**config.mk**
```make
export PLATFORM = sky130hd
export DESIGN_NAME = msb_first_bit_packer_stuffing
export DESIGN_NICKNAME = d
export VERILOG_FILES = /design/src/hdl/bpk_pkg.sv /design/src/hdl/msb_first_bit_packer_stuffing.sv /design/src/hdl/bpk_core.sv /design/src/hdl/bpk_fifo.sv
export SDC_FILE = /design/constraint.sdc
export NUM_CORES = 1
export LEC_CHECK = 0
export ABC_CLOCK_PERIOD_IN_PS = 9800
export BUFFER_PORTS_ARGS = -buffer_cell sky130_fd_sc_hd__buf_2
export CAP_MARGIN = 20
export CORE_MARGIN = 5
export CORE_UTILIZATION = 40
export CTS_BUF_LIST = sky130_fd_sc_hd__clkbuf_4 sky130_fd_sc_hd__clkbuf_8
export DETAILED_ROUTE_END_ITERATION = 8
export SYNTH_ARGS = -nofsm -noshare
export SYNTH_HDL_FRONTEND = slang
export SYNTH_HIERARCHICAL = 1
export SYNTH_SLANG_ARGS = --single-unit
export TNS_END_PERCENT = 10
```
**constraint.sdc**
```tcl
create_clock -name i_clk -period 9.8 [get_ports i_clk]
set_clock_uncertainty 0.15 [all_clocks]
set_input_delay 2.45 -clock i_clk [delete_from_list [all_inputs] [get_ports i_clk]]
set_output_delay 2.45 -clock i_clk [all_outputs]
set_load 0.01 [all_outputs]
```
**src/hdl/bpk_pkg.sv**
```systemverilog
package bpk_pkg;

    localparam int unsigned ByteW   = 8;
    localparam int unsigned LenW    = 4;
    localparam int unsigned StatW   = 2;
    localparam int unsigned InDataW = 16;
    localparam int unsigned OutDataW = 16;
    localparam int unsigned OutUserW = 3;

    localparam logic [ByteW-1:0] ALL_ONES  = 8'hFF;
    localparam logic [LenW-1:0]  BYTE_BITS = 4'd8;

    localparam logic           FUNC_CODE = 1'b0;
    localparam logic           FUNC_RAW  = 1'b1;

    localparam logic [StatW-1:0] ST_OK      = 2'd0;
    localparam logic [StatW-1:0] ST_BAD_LEN = 2'd1;
    localparam logic [StatW-1:0] ST_WIDE    = 2'd2;

    typedef struct packed {
        logic [ByteW-1:0] out_byte;
        logic             byte_valid;
        logic [StatW-1:0] status;
        logic [LenW-1:0]  free_bits;
        logic             last;
    } t_res;

    typedef struct packed {
        logic push;
        logic two;
        t_res res0;
        t_res res1;
    } t_push;

endpackage

```
**src/hdl/msb_first_bit_packer_stuffing.sv**
```systemverilog
// Channel   Direction  Handshake                   Payload
// config    in         i_cfg_valid / o_cfg_ready   i_cfg_data: stuff_enable
// input     in         s_axis_tvalid / tready      tdata, tuser, see ports
// result    out        m_axis_tvalid / tready      tdata, tuser, tlast, see ports
//
// One input transaction is taken per cycle while the queue has room; its one or two
// results are written to a four-entry result queue in the same cycle.
// An input that yields two results takes two queue entries, so the input
// side waits while fewer than two queue entries are free.
// Reset clears the packing state, the stuffing flag and the queue.
module msb_first_bit_packer_stuffing (
    input  logic                           i_clk,
    input  logic                           i_rst_n,
    input  logic                           i_cfg_valid,
    output logic                           o_cfg_ready,
    input  logic                           i_cfg_data,
    input  logic                           s_axis_tvalid,
    output logic                           s_axis_tready,
    // code_value[7:0], code_length[11:8], zeros
    input  logic [bpk_pkg::InDataW-1:0]    s_axis_tdata,
    input  logic                           s_axis_tuser,   // func
    output logic                           m_axis_tvalid,
    input  logic                           m_axis_tready,
    // out_byte[7:0], free_bits[11:8], zeros
    output logic [bpk_pkg::OutDataW-1:0]   m_axis_tdata,
    // byte_valid[0], status[2:1]
    output logic [bpk_pkg::OutUserW-1:0]   m_axis_tuser,
    output logic                           m_axis_tlast
);

    bpk_pkg::t_push push;
    bpk_pkg::t_res  res;
    logic           room;
    logic           accept;

    assign o_cfg_ready   = 1'b1;
    assign s_axis_tready = room;
    assign accept        = s_axis_tvalid && room;

    bpk_core u_core (
        .i_clk         (i_clk),
        .i_rst_n       (i_rst_n),
        .i_cfg_we      (i_cfg_valid),
        .i_cfg_stuff   (i_cfg_data),
        .i_accept      (accept),
        .i_func        (s_axis_tuser),
        .i_code_value  (s_axis_tdata[7:0]),
        .i_code_length (s_axis_tdata[11:8]),
        .o_push        (push)
    );

    bpk_fifo u_fifo (
        .i_clk   (i_clk),
        .i_rst_n (i_rst_n),
        .i_push  (push),
        .o_room  (room),
        .o_valid (m_axis_tvalid),
        .i_ready (m_axis_tready),
        .o_res   (res)
    );

    assign m_axis_tdata = {4'd0, res.free_bits, res.out_byte};
    assign m_axis_tuser = {res.status, res.byte_valid};
    assign m_axis_tlast = res.last;

endmodule

```
**src/hdl/bpk_core.sv**
```systemverilog
module bpk_core (
    input  logic                    i_clk,
    input  logic                    i_rst_n,
    input  logic                    i_cfg_we,
    input  logic                    i_cfg_stuff,
    input  logic                    i_accept,
    input  logic                    i_func,
    input  logic [bpk_pkg::ByteW-1:0] i_code_value,
    input  logic [bpk_pkg::LenW-1:0]  i_code_length,
    output bpk_pkg::t_push          o_push
);

    logic [bpk_pkg::ByteW-1:0] r_partial, n_partial;
    logic [bpk_pkg::LenW-1:0]  r_free, n_free;
    logic                      r_stuff;

    logic                      bad_len;
    logic                      wide;
    logic [bpk_pkg::LenW-1:0]  hang;
    logic [bpk_pkg::LenW-1:0]  fit;
    logic [bpk_pkg::LenW-1:0]  free_after;
    logic [bpk_pkg::ByteW-1:0] shifted;
    logic [bpk_pkg::ByteW-1:0] sum;
    logic [bpk_pkg::ByteW-1:0] padded;
    logic [bpk_pkg::ByteW-1:0] hang_mask;
    logic                      had;
    bpk_pkg::t_res             res0, res1;
    logic                      two;

    always_comb begin
        bad_len = (i_code_length == '0) || (i_code_length > bpk_pkg::BYTE_BITS);
        wide    = ((i_code_value >> i_code_length) != '0);
        hang    = (i_code_length > r_free) ? (i_code_length - r_free) : '0;
        fit     = i_code_length - hang;
        shifted = r_partial << fit;
        sum     = shifted + (i_code_value >> hang);
        free_after = r_free - fit;
        hang_mask  = 8'((9'd1 << hang) - 9'd1);
        had     = (r_free != bpk_pkg::BYTE_BITS);
        padded  = r_partial << r_free[2:0];

        n_partial = r_partial;
        n_free    = r_free;
        two       = 1'b0;
        res0      = '{out_byte: '0, byte_valid: 1'b0, status: bpk_pkg::ST_OK,
                      free_bits: r_free, last: 1'b1};
        res1      = '{out_byte: '0, byte_valid: 1'b1, status: bpk_pkg::ST_OK,
                      free_bits: r_free, last: 1'b1};

        if (i_func == bpk_pkg::FUNC_RAW) begin
            n_partial = '0;
            n_free    = bpk_pkg::BYTE_BITS;
            res1.out_byte  = i_code_value;
            res1.free_bits = bpk_pkg::BYTE_BITS;
            if (had) begin
                two = 1'b1;
                res0 = '{out_byte: padded, byte_valid: 1'b1, status: bpk_pkg::ST_OK,
                         free_bits: bpk_pkg::BYTE_BITS, last: 1'b0};
            end else begin
                res0 = res1;
            end
        end else if (bad_len) begin
            res0.status = bpk_pkg::ST_BAD_LEN;
        end else if (wide) begin
            res0.status = bpk_pkg::ST_WIDE;
        end else if (free_after != '0) begin
            n_partial = sum;
            n_free    = free_after;
            res0.free_bits = free_after;
        end else begin
            n_partial = i_code_value & hang_mask;
            n_free    = bpk_pkg::BYTE_BITS - hang;
            res0.out_byte   = sum;
            res0.byte_valid = 1'b1;
            res0.free_bits  = n_free;
            res1.free_bits  = n_free;
            if (r_stuff && (sum == bpk_pkg::ALL_ONES)) begin
                two = 1'b1;
                res0.last = 1'b0;
            end
        end
    end

    always_ff @(posedge i_clk) begin
        if (!i_rst_n) begin
            r_partial <= '0;
            r_free    <= bpk_pkg::BYTE_BITS;
            r_stuff   <= 1'b0;
        end else begin
            if (i_cfg_we) begin
                r_stuff <= i_cfg_stuff;
            end
            if (i_accept) begin
                r_partial <= n_partial;
                r_free    <= n_free;
            end
        end
    end

    assign o_push = '{push: i_accept, two: two, res0: res0, res1: res1};

endmodule

```
**src/hdl/bpk_fifo.sv**
```systemverilog
module bpk_fifo (
    input  logic           i_clk,
    input  logic           i_rst_n,
    input  bpk_pkg::t_push i_push,
    output logic           o_room,
    output logic           o_valid,
    input  logic           i_ready,
    output bpk_pkg::t_res  o_res
);

    bpk_pkg::t_res r_mem [4];
    logic [1:0] r_wptr, n_wptr;
    logic [1:0] r_rptr, n_rptr;
    logic [2:0] r_cnt, n_cnt;
    logic       r_room;
    logic       pop;
    logic [1:0] n_in;

    always_comb begin
        pop    = (r_cnt != 3'd0) && i_ready;
        n_in   = i_push.push ? (i_push.two ? 2'd2 : 2'd1) : 2'd0;
        n_wptr = r_wptr + n_in;
        n_rptr = r_rptr + {1'b0, pop};
        n_cnt  = r_cnt + {1'b0, n_in} - {2'b00, pop};
    end

    always_ff @(posedge i_clk) begin
        if (i_push.push) begin
            r_mem[r_wptr] <= i_push.res0;
            if (i_push.two) begin
                r_mem[r_wptr + 2'd1] <= i_push.res1;
            end
        end
    end

    always_ff @(posedge i_clk) begin
        if (!i_rst_n) begin
            r_wptr <= '0;
            r_rptr <= '0;
            r_cnt  <= '0;
            r_room <= 1'b0;
        end else begin
            r_wptr <= n_wptr;
            r_rptr <= n_rptr;
            r_cnt  <= n_cnt;
            r_room <= (n_cnt <= 3'd2);
        end
    end

    assign o_room  = r_room;
    assign o_valid = (r_cnt != 3'd0);
    assign o_res   = r_mem[r_rptr];

endmodule
```
==> run metrics <==
outcome finished clean; RD Place Congestion 0.9623; initial drt markers roughly 330; Main synth FF type edfxtp_1; Die Y approximately 140 µm; routed via count ~5000; DRC viols 0; Seq/Total Area, Yosys 0.3456; Bufs on Longest Clock Path 2; post-synthesis cell type count slightly below 80; Hold WC Path Type reg -> reg; crit start category primary input; largest family of logic cells by synthesized area multiplexers; crit path launch s_axis_tdata[8]; core area approximately 17000 µm²; die area approximately 20000 µm²; Cell Pwr Density 145.4 nW/µm²; Total Power ~1.1 mW; TritonRoute pass-1 iters 5; final std cells w/o fill 866; worst vdd ir roughly 0.000056 V; Post-Synth Adder-Cell Area 0.06277; r2r worst-path depth 30; Finished Core Util 0.4394; Setup crit end kind flop; max-slew violations 0; io pins between 40 and 50; WP buf/inv 5; DPL Wire Length around 12000 µm; Mean Syn Cell Area approximately 11 µm²; Simple-Gate Fraction of Synth Area 0.1469; vias in the first global route roughly 4900; mapped cell area about 6800 µm²; WL/cell approximately 20 µm; WS Path Type in -> reg; max-cap violation count 0; Fill cells around 1600; commonest non-fill, non-tap cell in the layout edfxtp_1; Max-slew headroom 0.3522; initial core utilization 0.4087; r2r endpoint u_fifo/r_cnt[2]$_SDFF_PN0_; CP required 9.92 ns; Synth Warn # 6; grt total ovfl 0; htree depth 3; proportion of synthesized area in mux cells 0.2260; diode count 0; period utilization 0.9273; CTS tree done; Worst path max stage delay 0.54 ns; total CTS buffers 9; CP max FO 5; Fin Setup TNS 0 ns; CP endpoint u_fifo/r_cnt[2]$_SDFF_PN0_; first-pass GRT wire length 27050 µm; Setup WS pre-CTS between 0.015 and 0.02 ns; worst skew pair latency roughly 0.38 ns; Rows 47; Final min period ~9.1 ns; leakage approximately 2.8 nW; Layout area overhead 7.513%; CTS root buf clkbuf_8; post-synthesis cell count just over 600; endpoints failing setup 0; RSZ-0062 raised after global routing false; largest net degree at the start of global routing 36; Placed Cells between 800 and 900; final hold viol count 0; Post-synth EDFFs 64; clock-pin slew on the worst setup and hold paths 0.09 ns; most used cell, CP inv_1; most frequent cells in the layout edfxtp_1, nand2_1, mux2_2; CTS sink cnt 85; final worst slack about 0.7 ns; Layout Nets roughly 700; All-Layer GR Usage 0.1740; Peak Freq about 0.11 GHz; critical path depth in cells 32; Synth Register Bits 85; Antenna Nets Post-Route 0; critical-path cell with the highest stage delay or4_1; Worst Tran Pin Value 0.9697 ns; # Post-CTS Setup Buffers 0; initial antenna violation count 0; compound-cell area share of the yosys netlist 0.1272; RR Startpoint u_core/r_free[0]$_SDFFE_PN0P_; final WL 16940 µm; PortBufs 36; asr flop ratio synth 0; Top Family by Delay on Critical Path simple AND/OR/NAND/NOR gates; Worst Path Arrival between 9 and 10 ns; share of layout cells above drive strength 1 0.2771; Die W 140.2 µm; Post-Synth XOR/XNOR Area 0.03194; vias per cell around 5.7; r2r setup slk between 2 and 2.5 ns
layer usage:
layer,up-vias,share of wire,GRT usage,wire length [µm]
li1,2340,-,-,-
met1,2412,0.44,0.2278,7396
met2,158,0.48,0.2820,8214
met3,43,0.045,0.02488,768
met4,0,0.033,0.08618,563
met5,-,0,0,0
where the power goes:
part           switching, mW  internal [mW]
logic                  0.202          0.172
clock network          0.135          0.119
registers             0.0194          0.412
per-stage QoR:
step / cell area (µm²) / hold slack [ns]
after detailed placement: 7082 / 0.3596
after global placement: 7082 / 0.3620
after CTS: 7276 / 0.3749
after global routing: 7287 / 0.4176
after floorplan: 6797 / 0.3070
final: 7287 / 0.3737
synthesized netlist by cell type (5+ instances only):
| master | instances | area share |
|---|---|---|
| mux2i_1 | 18 | 0.027 |
| o21ai_0 | 18 | 0.013 |
| edfxtp_1 | 64 | 0.28 |
| xnor2_1 | 14 | 0.018 |
| a211oi_1 | 5 | 0.0055 |
| mux2_2 | 38 | 0.063 |
| inv_1 | 21 | 0.012 |
| nand2b_1 | 8 | 0.0074 |
| fa_1 | 5 | 0.015 |
| and2_1 | 23 | 0.021 |
| or3_1 | 5 | 0.0046 |
| nand4_1 | 5 | 0.0046 |
| nor3_1 | 11 | 0.0081 |
| a21oi_1 | 23 | 0.017 |
| buf_4 | 14 | 0.016 |
| buf_2 | 5 | 0.0037 |
| mux2_4 | 30 | 0.066 |
| xor2_1 | 8 | 0.010 |
| mux4_2 | 20 | 0.066 |
| o211ai_1 | 8 | 0.0089 |
| ha_1 | 26 | 0.048 |
| dfxtp_1 | 21 | 0.062 |
| o21ai_1 | 12 | 0.0089 |
| a22o_1 | 6 | 0.0078 |
| a31oi_1 | 6 | 0.0055 |
| o31ai_1 | 7 | 0.0078 |
| buf_6 | 8 | 0.013 |
| nor2b_1 | 12 | 0.011 |
| nand2_1 | 43 | 0.024 |
| nand3_1 | 7 | 0.0052 |
| o311ai_0 | 5 | 0.0065 |
| clkbuf_1 | 17 | 0.0094 |
| nor2_1 | 35 | 0.019 |
worst register-to-register path: cells and delay by family (launching register included):
family          cells  cell delay, ns
xor+xnor            4            0.62
flops               1            0.81
fa+ha+maj           6            2.03
buf+inv             3            0.22
compound gates      5            1.28
simple gates       12            2.48
layout make-up:
cell class / count / area (µm²) / share of cell area
clock buffers: 9 / 123.9 / 0.01700
clock inverters: 6 / 70.07 / 0.009615
inverters: 23 / 86.33 / 0.01185
multi-input cells: 471 / 4076 / 0.5594
flip-flops and latches: 85 / 2342 / 0.3214
well taps: 220 / 275.3 / 0.03777
repair buffers: 52 / 312.8 / 0.04293
flip-flops by register name, summed over array words and instances (netlist names):
signal and cells:
u_fifo/r_rptr 2, u_core/r_partial 8, u_fifo/r_wptr 2, u_fifo/o_room 1
u_core/r_stuff 1, u_core/r_free 4, u_fifo/r_mem 64, u_fifo/r_cnt 3
logic make-up (layout without fill, tap and decap cells):
| kind of cell | after synthesis | in the layout |
|---|---|---|
| xor+xnor | 23 | 23 |
| fa+ha+maj | 31 | 31 |
| compound gates | 123 | 123 |
| flops | 85 | 85 |
| mux | 107 | 107 |
| other cells | 4 | 9 |
| buf+inv | 69 | 90 |
| simple gates | 178 | 178 |
worst min path at each step:
stage	endpoint	start	cells after the start
after floorplan	u_core/r_partial[7]$_SDFFE_PN0P_	u_core/r_partial[7]$_SDFFE_PN0P_	2
after global placement	u_core/r_partial[7]$_SDFFE_PN0P_	u_core/r_partial[7]$_SDFFE_PN0P_	2
after detailed placement	u_core/r_partial[4]$_SDFFE_PN0P_	u_core/r_partial[4]$_SDFFE_PN0P_	2
after CTS	u_core/r_partial[4]$_SDFFE_PN0P_	u_core/r_partial[4]$_SDFFE_PN0P_	2
after global routing	u_core/r_partial[4]$_SDFFE_PN0P_	u_core/r_partial[4]$_SDFFE_PN0P_	2
final	u_core/r_partial[4]$_SDFFE_PN0P_	u_core/r_partial[4]$_SDFFE_PN0P_	2
timing repair:
item	4_1_cts	5_1_grt
hold buffers	0	0
endpoints found under the setup margin	0	2
resized for setup	0	2
(Power assumes the default switching activity.)
